### src/ptest_pkg.sv
// Shared constants, types and modular add helper for the 64-bit primality tester.
// No dependencies.
package ptest_pkg;

    localparam int NumPrimes  = 12;
    localparam int NumBases   = 7;
    localparam int WordW      = 64;
    localparam int RemW       = 6;
    localparam int IdxW       = 3;
    localparam int CntW       = 6;
    localparam int TrialBits  = 4;
    localparam int TrialSteps = WordW / TrialBits;

    localparam logic [RemW-1:0] SMALL_PRIMES [NumPrimes] = '{
        6'd2, 6'd3, 6'd5, 6'd7, 6'd11, 6'd13, 6'd17, 6'd19, 6'd23, 6'd29, 6'd31, 6'd37
    };

    localparam logic [WordW-1:0] MR_BASES [NumBases] = '{
        64'd2, 64'd325, 64'd9375, 64'd28178, 64'd450775, 64'd9780504, 64'd1795265022
    };

    typedef enum logic [8:0] {
        S_IDLE  = 9'b000000001,
        S_TRIAL = 9'b000000010,
        S_EVAL  = 9'b000000100,
        S_SPLIT = 9'b000001000,
        S_RED   = 9'b000010000,
        S_POW   = 9'b000100000,
        S_SQ    = 9'b001000000,
        S_MWAIT = 9'b010000000,
        S_DONE  = 9'b100000000
    } t_state;

    typedef enum logic [1:0] {
        RET_RED  = 2'd0,
        RET_PMUL = 2'd1,
        RET_PSQR = 2'd2,
        RET_SQR  = 2'd3
    } t_ret;

    // (x + y) mod m for x, y < m
    function automatic logic [WordW-1:0] add_mod(input logic [WordW-1:0] x,
                                                 input logic [WordW-1:0] y,
                                                 input logic [WordW-1:0] m);
        logic [WordW-1:0] gap;
        gap = m - y;
        return (x >= gap) ? (x - gap) : (x + y);
    endfunction

endpackage

### src/primality_test_64bit_core.sv
// Deterministic Miller-Rabin primality test for one 64-bit candidate per beat.
// Trial division (4 bits a cycle), then splitting n-1 into d * 2^s, then per base a base
// reduction plus modular products (a square chained behind a multiply; up to 2 per exponent
// bit plus up to s-1 squarings), all on one shared bit-serial multiplier. One candidate at a time.
// Sync active-low reset -> idle.
// Depends on ptest_pkg and ptest_mulmod.
module primality_test_64bit_core
    import ptest_pkg::*;
(
    input  logic             i_clk,
    input  logic             i_rst_n,
    input  logic             s_axis_tvalid,
    output logic             s_axis_tready,
    input  logic [WordW-1:0] s_axis_tdata,   // [63:0] candidate
    output logic             m_axis_tvalid,
    input  logic             m_axis_tready,
    output logic [7:0]       m_axis_tdata    // [0] is_prime, [7:1] zero
);

    t_state r_state;
    t_ret   r_ret;
    logic [WordW-1:0] r_n, r_d, r_res, r_b, r_e, r_x;
    logic [RemW-1:0]  r_rem [NumPrimes];
    logic [CntW-1:0]  r_cnt, r_s, r_r;
    logic [IdxW-1:0]  r_idx;
    logic             r_prime, r_out_valid, r_out;

    logic             w_start, w_mdone;
    logic [WordW-1:0] w_mx, w_my, w_mres;
    logic             w_found, w_hit_eq;
    logic [RemW:0]    w_t [NumPrimes];

    ptest_mulmod u_mulmod (
        .i_clk    (i_clk),
        .i_rst_n  (i_rst_n),
        .i_start  (w_start),
        .i_x      (w_mx),
        .i_y      (w_my),
        .i_m      (r_n),
        .o_done   (w_mdone),
        .o_result (w_mres)
    );

    always_comb begin
        for (int i = 0; i < NumPrimes; i++) begin
            w_t[i] = {1'b0, r_rem[i]};
            for (int b = 0; b < TrialBits; b++) begin
                w_t[i] = {w_t[i][RemW-1:0], r_d[WordW-1-b]};
                if (w_t[i] >= {1'b0, SMALL_PRIMES[i]}) begin
                    w_t[i] = w_t[i] - {1'b0, SMALL_PRIMES[i]};
                end
            end
        end
        w_found  = 1'b0;
        w_hit_eq = 1'b0;
        for (int i = 0; i < NumPrimes; i++) begin
            if (!w_found && r_rem[i] == '0) begin
                w_found  = 1'b1;
                w_hit_eq = (r_n == {{(WordW-RemW){1'b0}}, SMALL_PRIMES[i]});
            end
        end
    end

    always_comb begin
        w_start = 1'b0;
        w_mx    = r_b;
        w_my    = r_b;
        case (r_state)
            S_RED: begin
                w_start = 1'b1;
                w_mx    = {{(WordW-1){1'b0}}, 1'b1};
                w_my    = MR_BASES[r_idx];
            end
            S_POW: begin
                if (r_e != '0) begin
                    w_start = 1'b1;
                    w_mx    = r_e[0] ? r_res : r_b;
                end
            end
            S_SQ: begin
                if (r_r < r_s) begin
                    w_start = 1'b1;
                    w_mx    = r_x;
                    w_my    = r_x;
                end
            end
            S_MWAIT: begin
                w_start = w_mdone && (r_ret == RET_PMUL);
            end
            default: ;
        endcase
    end

    always_ff @(posedge i_clk) begin
        if (!i_rst_n) begin
            r_state     <= S_IDLE;
            r_out_valid <= 1'b0;
        end else begin
            if (m_axis_tvalid && m_axis_tready) begin
                r_out_valid <= 1'b0;
            end
            case (r_state)
                S_IDLE: begin
                    if (s_axis_tvalid) begin
                        r_state <= S_TRIAL;
                    end
                end
                S_TRIAL: begin
                    if (r_cnt == CntW'(TrialSteps - 1)) begin
                        r_state <= S_EVAL;
                    end
                end
                S_EVAL: begin
                    if (r_n < 64'd2) begin
                        r_state <= S_DONE;
                    end else if (w_found) begin
                        r_state <= S_DONE;
                    end else begin
                        r_state <= S_SPLIT;
                    end
                end
                S_SPLIT: begin
                    if (r_d[0]) begin
                        r_state <= S_RED;
                    end
                end
                S_RED: r_state <= S_MWAIT;
                S_POW: begin
                    if (r_e != '0) begin
                        r_state <= S_MWAIT;
                    end else if (r_res == 64'd1 || r_res == r_n - 1'b1) begin
                        r_state <= (r_idx == IdxW'(NumBases - 1)) ? S_DONE : S_RED;
                    end else begin
                        r_state <= S_SQ;
                    end
                end
                S_SQ: begin
                    r_state <= (r_r < r_s) ? S_MWAIT : S_DONE;
                end
                S_MWAIT: begin
                    if (w_mdone) begin
                        case (r_ret)
                            RET_RED: begin
                                if (w_mres == '0) begin
                                    r_state <= (r_idx == IdxW'(NumBases - 1)) ? S_DONE : S_RED;
                                end else begin
                                    r_state <= S_POW;
                                end
                            end
                            RET_PMUL: r_state <= S_MWAIT;
                            RET_PSQR: r_state <= S_POW;
                            RET_SQR: begin
                                if (w_mres == r_n - 1'b1) begin
                                    r_state <= (r_idx == IdxW'(NumBases - 1)) ? S_DONE : S_RED;
                                end else begin
                                    r_state <= S_SQ;
                                end
                            end
                            default: r_state <= S_IDLE;
                        endcase
                    end
                end
                S_DONE: begin
                    if (!r_out_valid) begin
                        r_out_valid <= 1'b1;
                        r_state     <= S_IDLE;
                    end
                end
                default: r_state <= S_IDLE;
            endcase
        end
    end

    always_ff @(posedge i_clk) begin
        case (r_state)
            S_IDLE: begin
                r_n   <= s_axis_tdata;
                r_d   <= s_axis_tdata;
                r_cnt <= '0;
                for (int i = 0; i < NumPrimes; i++) begin
                    r_rem[i] <= '0;
                end
            end
            S_TRIAL: begin
                r_cnt <= r_cnt + 1'b1;
                r_d   <= r_d << TrialBits;
                for (int i = 0; i < NumPrimes; i++) begin
                    r_rem[i] <= w_t[i][RemW-1:0];
                end
            end
            S_EVAL: begin
                r_prime <= (r_n >= 64'd2) && w_hit_eq;
                r_d     <= r_n - 1'b1;
                r_s     <= '0;
                r_idx   <= '0;
            end
            S_SPLIT: begin
                if (!r_d[0]) begin
                    r_d <= {1'b0, r_d[WordW-1:1]};
                    r_s <= r_s + 1'b1;
                end
            end
            S_RED: r_ret <= RET_RED;
            S_POW: begin
                if (r_e != '0) begin
                    r_ret <= r_e[0] ? RET_PMUL : RET_PSQR;
                end else if (r_res == 64'd1 || r_res == r_n - 1'b1) begin
                    r_prime <= 1'b1;
                    r_idx   <= r_idx + 1'b1;
                end else begin
                    r_x <= r_res;
                    r_r <= CntW'(1);
                end
            end
            S_SQ: begin
                r_ret <= RET_SQR;
                if (r_r >= r_s) begin
                    r_prime <= 1'b0;
                end
            end
            S_MWAIT: begin
                if (w_mdone) begin
                    case (r_ret)
                        RET_RED: begin
                            r_prime <= 1'b1;
                            if (w_mres == '0) begin
                                r_idx <= r_idx + 1'b1;
                            end
                            r_res <= 64'd1;
                            r_b   <= w_mres;
                            r_e   <= r_d;
                        end
                        RET_PMUL: begin
                            r_res <= w_mres;
                            r_ret <= RET_PSQR;
                        end
                        RET_PSQR: begin
                            r_b <= w_mres;
                            r_e <= {1'b0, r_e[WordW-1:1]};
                        end
                        RET_SQR: begin
                            r_prime <= 1'b1;
                            r_x     <= w_mres;
                            r_r     <= r_r + 1'b1;
                            if (w_mres == r_n - 1'b1) begin
                                r_idx <= r_idx + 1'b1;
                            end
                        end
                        default: ;
                    endcase
                end
            end
            S_DONE: begin
                if (!r_out_valid) begin
                    r_out <= r_prime;
                end
            end
            default: ;
        endcase
    end

    assign s_axis_tready = (r_state == S_IDLE);
    assign m_axis_tvalid = r_out_valid;
    assign m_axis_tdata  = {7'd0, r_out};

    a_mdone_wait: assert property (@(posedge i_clk) disable iff (!i_rst_n)
        w_mdone |-> (r_state == S_MWAIT)) else $error("product done outside wait");
    a_accept_trial: assert property (@(posedge i_clk) disable iff (!i_rst_n)
        (s_axis_tvalid && s_axis_tready) |=> (r_state == S_TRIAL))
        else $error("accepted beat did not start trial division");
    a_done_out: assert property (@(posedge i_clk) disable iff (!i_rst_n)
        (r_state == S_DONE && !r_out_valid) |=> r_out_valid)
        else $error("finished result not presented");

endmodule

### src/ptest_mulmod.sv
// Bit-serial modular multiplier: (x * y) mod m, one bit of y per cycle.
// Depends on ptest_pkg.
module ptest_mulmod
    import ptest_pkg::*;
(
    input  logic             i_clk,
    input  logic             i_rst_n,
    input  logic             i_start,
    input  logic [WordW-1:0] i_x,
    input  logic [WordW-1:0] i_y,
    input  logic [WordW-1:0] i_m,
    output logic             o_done,
    output logic [WordW-1:0] o_result
);

    logic [WordW-1:0] r_acc, r_x, r_y, r_m;
    logic [CntW-1:0]  r_cnt;
    logic             r_busy, r_done;
    logic [WordW-1:0] w_dbl, w_step;

    always_comb begin
        w_dbl  = add_mod(r_acc, r_acc, r_m);
        w_step = r_y[WordW-1] ? add_mod(w_dbl, r_x, r_m) : w_dbl;
    end

    always_ff @(posedge i_clk) begin
        if (!i_rst_n) begin
            r_busy <= 1'b0;
            r_done <= 1'b0;
            r_cnt  <= '0;
        end else begin
            r_done <= 1'b0;
            if (i_start) begin
                r_busy <= 1'b1;
                r_cnt  <= '0;
            end else if (r_busy) begin
                r_cnt <= r_cnt + 1'b1;
                if (r_cnt == CntW'(WordW - 1)) begin
                    r_busy <= 1'b0;
                    r_done <= 1'b1;
                end
            end
        end
    end

    always_ff @(posedge i_clk) begin
        if (i_start) begin
            r_acc <= '0;
            r_x   <= i_x;
            r_y   <= i_y;
            r_m   <= i_m;
        end else if (r_busy) begin
            r_acc <= w_step;
            r_y   <= {r_y[WordW-2:0], 1'b0};
        end
    end

    assign o_done   = r_done;
    assign o_result = r_acc;

    a_done_lt_m: assert property (@(posedge i_clk) disable iff (!i_rst_n)
        r_done |-> (r_acc < r_m)) else $error("mulmod result not reduced");
    a_start_idle: assert property (@(posedge i_clk) disable iff (!i_rst_n)
        i_start |-> !r_busy) else $error("mulmod restarted while busy");
    a_done_pulse: assert property (@(posedge i_clk) disable iff (!i_rst_n)
        r_done |=> !r_done) else $error("mulmod done held");

endmodule

### config.mk
export PLATFORM = sky130hd
export DESIGN_NAME = primality_test_64bit_core
export DESIGN_NICKNAME = d
export VERILOG_FILES = /design/src/ptest_pkg.sv /design/src/primality_test_64bit_core.sv /design/src/ptest_mulmod.sv
export SDC_FILE = /design/constraint.sdc
export NUM_CORES = 2
export LEC_CHECK = 0
export BUFFER_PORTS_ARGS = -buffer_cell sky130_fd_sc_hd__buf_4
export CAP_MARGIN = 0
export CORE_ASPECT_RATIO = 0.7
export CORE_MARGIN = 3
export CORE_UTILIZATION = 55
export CTS_CLUSTER_DIAMETER = 40
export CTS_CLUSTER_SIZE = 12
export DETAILED_ROUTE_END_ITERATION = 12
export GPL_ROUTABILITY_DRIVEN = 1
export GPL_TIMING_DRIVEN = 1
export HOLD_SLACK_MARGIN = 0.05
export PLACE_DENSITY = 0.71
export SETUP_SLACK_MARGIN = 0.02
export SLEW_MARGIN = 15
export SYNTH_ARGS = -nofsm -noshare
export SYNTH_HDL_FRONTEND = slang
export SYNTH_SLANG_ARGS = --single-unit
### constraint.sdc
create_clock -name i_clk -period 15.15 [get_ports i_clk]
set_clock_uncertainty 0.1 [all_clocks]
set_input_delay 1.515 -clock i_clk [delete_from_list [all_inputs] [get_ports i_clk]]
set_output_delay 1.515 -clock i_clk [all_outputs]
set_load 0.05 [all_outputs]
Yosys cells after proc, flatten, opt, wreduce, memory -nomap -nowiden

Memories as Yosys holds them, arrays and structs flattened.
Cells that the tools add are included.

$lt $le $gt $ge: 55
$add $sub $neg: 60
Multiplexer cells: 160
Shifts and indexed selects: 0
Bitwise operators: 16
Div/mod/pow operators: 0
Multipliers: 0
Eq/ne operators: 47
Reduce and logical (&&, ||, !) cells: 66

Operator list:

| cell                  | number |
|---|---|
| $mux W64              | 15 |
| $pmux W64 S2          | 4 |
| $mux W6               | 65 |
| $eq A64 B5 Y1 const B | 5 |
| $pmux W64 S4          | 1 |
| $sub A64 B64 Y64      | 4 |
| $pmux W64 S3          | 1 |
| $ge A7 B5 Y1 const B  | 20 |
| $add A64 B64 Y64      | 2 |
| $eq A64 B2 Y1 const B | 2 |
| $eq A64 B3 Y1 const B | 2 |
| $eq A64 B4 Y1 const B | 2 |
| $eq A64 B64 Y1        | 2 |
| $ge A64 B64 Y1        | 2 |
| $sub A6 B5 Y6 const B | 20 |
| $mux W9               | 13 |
| $pmux W9 S9           | 1 |
| $logic_not A6 Y1      | 12 |
| $eq A64 B1 Y1 const B | 1 |
| $eq A64 B6 Y1 const B | 1 |
| $ge A64 B2 Y1 const B | 1 |
| $logic_not A64 Y1     | 1 |
| $lt A64 B2 Y1 const B | 1 |
| $reduce_bool A64 Y1   | 1 |
| other kinds (59)      | 225 |

Bits of input ports: 68
Logic and storage cells: 429
Latch bits: 0
Output and inout bits: 10
Bits in read-only memories: 512
Bits in registers: 683
RAM bits: 72
Memories kept: 2

Memories:

| name             | words | width | read ports | clocked after memory_dff | wr ports | line                            | text |
|---|---|---|---|---|---|---|---|
| (name not given) | 8     | 64    | 1          | 0                        | 0        | primality_test_64bit_core.sv:72 | `w_my = MR_BASES[r_idx];` |
| r_rem            | 12    | 6     | 12         | 0                        | 12       | primality_test_64bit_core.sv:23 | `logic [RemW-1:0] r_rem [NumPrimes];` |

Depth between registers and ports, before layout

An unclocked memory read counts as a cell.

Depth after elaboration: 39
Depth in mapped cells: 56
Gate-level depth less buffers: 50

Cells and area by module

From an unflattened synthesis, not the netlist that was laid out.

Cell total of the unflattened synthesis: 7,386
Area total of the unflattened synthesis: 64,085.2 µm²

By module, submodules not included:

| module                    | instances | area each (µm²) | cells an instance | sequential area each (µm²) |
|---|---|---|---|---|
| primality_test_64bit_core | 1         | 34,604.4        | 3,754             | 14,644.0 |
| ptest_mulmod              | 1         | 29,480.8        | 3,632             | 7,206.9 |

Worst setup path after synthesis

No wires, ideal clock.

Kind: register to register
Start point: reg u_mulmod.r_acc[1], in the netlist u_mulmod.o_result[1]
End point: reg u_mulmod.r_acc[21], in the netlist u_mulmod.o_result[21]
Setup time: 0.317 ns
Period minus slack after synthesis: 10.487 ns
Slack: 4.663 ns
Arrival time: 10.070 ns
Cell stages (with the launch flop): 54
Data required time: 14.733 ns
Buffers on the path: 7
Path through: dfxtp_1 > inv_1 > ha_1 > nor2b_1 > o21ai_0 > a21oi_1 > o21ai_0 > a21boi_0 > o2111ai_1 > a32oi_1 > a2111oi_0 > o311a_1 > nor4_1 > o2111ai_1 > a31oi_1 > a221o_1 > a31o_2 > a21oi_1 > [... 18 more ...] > a21o_1 > a21oi_1 > nor2b_1 > o21ai_0 > nand2b_1 > a21oi_1 > o21ai_0 > a31oi_1 > o21ai_0 > a221oi_1 > a21bo_2 > clkbuf_1 > buf_2 > buf_1 > o21ai_0 > a21oi_1 > mux2i_1 > nor2_1

Longest elaborated chain between the ends: 6
Elaborated cells between the ends (all ways): 10
Classes of those cells: 5 x add/sub; 2 x order compare; 3 x mux

Ends and longest elaborated chain:

| element                                                   | line               | text |
|---|---|---|
| start: declaration                                        | ptest_mulmod.sv:16 | `logic [WordW-1:0] r_acc, r_x, r_y, r_m;` |
| start signal: assignment                                  | ptest_mulmod.sv:53 | `r_acc <= w_step;` |
| $sub A64 B64 Y64                                          | ptest_pkg.sv:46    | `gap = m - y;` |
| $sub A64 B64 Y64 / $ge A64 B64 Y1 (equally long branches) | ptest_pkg.sv:47    | `return (x >= gap) ? (x - gap) : (x + y);` |
| $mux W64 *                                                | ptest_pkg.sv:47    |  |
| $add A64 B64 Y64, or another cell as far along            | ptest_pkg.sv:47    |  |
| $mux W64                                                  | ptest_pkg.sv:47    |  |
| $mux W64 *                                                | ptest_mulmod.sv:23 | `w_step = r_y[WordW-1] ? add_mod(w_dbl, r_x, r_m) : w_dbl;` |

Every way passes the cells marked *; elsewhere a longest branch is shown, timed or not.
A chain may end at the register's enable or synchronous reset.

Worst setup path after layout

Start point: reg u_mulmod.r_acc[3], in the netlist u_mulmod.o_result[3]
End point: reg u_mulmod.r_acc[8], in the netlist u_mulmod.o_result[8]

The elaborated chain is that of the path after synthesis.

==> out/metrics.yaml <==
grt_pass1_vias: 49363
hold_violations: 0
start_kind: "register"
finalMaxSlewViolations: 0
worst_slew_margin_rel: 0.206
status: "completed"
die-area_mm2: 0.114
cp_slowest_stage_delay_ps: 750
routed_wl_mm: 226
tightest_slew_ps: 1180
drive_gt1_frac: 0.0730
synth_ff_type: "edfxtp_1"
cts.sinks: 755
synth_top_area_share: 0.333
hold_class: "reg -> reg"
final_nets: 7391
post-route-min-period_ps: 13910
grt_usage: 0.381
netlist_instances: 6915
clkLatencyLatePin_ps: 750
max_freq_mhz: 71.9
cts_hold_buf: 0
synth_area_mm2: 0.0607
critPathKind: "reg -> reg"
crit_path_max_fanout: 54
die_x_um: 403
ys_top_cells_by_area: "edfxtp_1 33%, ha_1 8.1%, xnor2_1 6.5%"
cts_tree: "yes"
maxCapViolCount: 0
yosys.area.top_type: "edfxtp_1"
synth_seq_area_share: 0.360
io_buffer_count: 70
setup_viol: 0
root_buffer: "clkbuf_16"
ant_nets: 0
syn2layout_area_growth_pct: 9.44
coreArea_mm2: 0.109
gp_congestion: 1.05
worstPathArrival_ps: 14390
cpMaxStageDelayCell: "nor4b_1"
n_fill_cell: 9356
synthArstFlopShare: 0
cts_resized: 0
io-pin-count: 78
clkTransAtPathRegs_ps: 60
die_h_um: 284
overflow: 0
fin_crit_sh: 0.918
start_util: 0.557
yosysMostFrequentCell: "nand2_1"
vias: 56013
grt_start_max_net_pins: 74
syn-mean-instance-area_um2: 8.77
rsz0062_at_grt: "no"
antenna_found_initial: 4
cts_buffers: 103
cts_buffer_depth: 3
yosys_warnings: 0
hpwl_mm: 176
synth_edf_count: 673
endpoint_kind: "register"
fp-row-count: 101
crit_family: "compound AO/OA/AOI/OAI gates"
synth_common_cells: "685 x nand2_1, 681 x a21oi_1, 673 x edfxtp_1"
firstDrtPassIters: 7
crit_buf_inv: 4
cts_setup_buffers: 0
yosysUniqueCellTypes: 103
avgRoutedWirePerCell_um: 26.7
fin_tns_setup_ps: 0
viasPerCell: 6.63
drtIter0Drc: 7997
grt_pass1_wl_mm: 326
drc_errors: 0
required_ps: 15620
h-tree-depth: 3
ys_ff_latch: 755
cell families (layout without fill, tap and decap cells):
family / after synthesis / after routing / share of synthesized area
buffers and inverters: 584 / 661 / 0.0374
AO/OA/AOI/OAI: 2024 / 2024 / 0.208
multiplexers: 195 / 195 / 0.0337
other: 1 / 15 / 0.0000618
flip-flops: 755 / 755 / 0.360
XOR/XNOR: 664 / 664 / 0.0960
adder cells (fa/ha/maj): 416 / 416 / 0.0854
AND/OR/NAND/NOR: 2276 / 2276 / 0.179
flip-flops by register name (all words and copies together), names as in the netlist, 3 cells and up:
register / flops
r_cnt: 6
r_r: 6
r_n: 64
r_d: 64
u_mulmod.r_y: 64
u_mulmod.r_x: 64
r_idx: 3
r_b: 64
r_e: 64
r_x: 64
u_mulmod.o_result: 64
r_rem: 72
u_mulmod.r_m: 64
r_state: 9
r_s: 6
r_res: 64
u_mulmod.r_cnt: 6
cells in the final DEF, fill, tap and decap left out, drive strengths merged, types with 82 or more instances in the layout:
cell,netlist,layout
nor4,105,105
xor2,211,211
nor2,613,613
xnor2,453,453
ha,395,395
nand4,86,86
nor3,147,147
a21o,190,190
inv,298,314
a21oi,686,686
dfxtp,82,82
o21ai,484,484
mux2i,121,121
nand2b,88,88
edfxtp,673,673
clkbuf,226,113
and2,115,115
nand2,686,686
nand3,122,122
buf,55,180
final cells by class:
class | instances | area (µm²) | area share
clock inverter | 65 | 878 | 0.0132
antenna | 8 | 20.0 | 0.000302
sequential | 755 | 21900 | 0.329
clock buffer | 113 | 2620 | 0.0394
timing repair buffer | 180 | 1350 | 0.0204
multi-input combinational | 5582 | 36700 | 0.553
inverter | 303 | 1150 | 0.0173
tap | 1442 | 1800 | 0.0272
final timing paths:
kind,startpoint,to,slack [ps],cells after the start
worst max-delay path,u_mulmod.o_result[3]$_SDFFE_PP0P_,u_mulmod.o_result[8]$_SDFFE_PP0P_,1240,45
worst min-delay path,r_prime$_DFFE_PP_,r_out$_DFFE_PP_,350,0
worst max register to register,u_mulmod.o_result[3]$_SDFFE_PP0P_,u_mulmod.o_result[8]$_SDFFE_PP0P_,1240,45
worst min register to register,r_prime$_DFFE_PP_,r_out$_DFFE_PP_,350,0
per-layer routing:
metal / GRT usage / vias to the layer above / wire, µm
met3: 0.200 / 289 / 44100
met2: 0.438 / 3755 / 76200
met5: 0 / - / 9
met4: 0.0840 / 2 / 5370
li1: - / 25408 / -
met1: 0.599 / 26559 / 100000
stage by stage:
stage	cell area, µm²	setup slack (ps)	hold WS [ps]	util	std cells
2_1_floorplan	60700	4660	300	-	6921
3_3_place_gp	62900	1800	311	0.577	8262
3_5_place_dp	62900	1660	330	0.577	8262
4_1_cts	66400	1550	343	0.609	8440
5_1_grt	66400	681	353	0.609	8440
6_report	66400	1240	346	0.609	8448
Power is not shown: default switching activity piles up to over one toggle a cycle in this logic, so the estimate is an artifact.
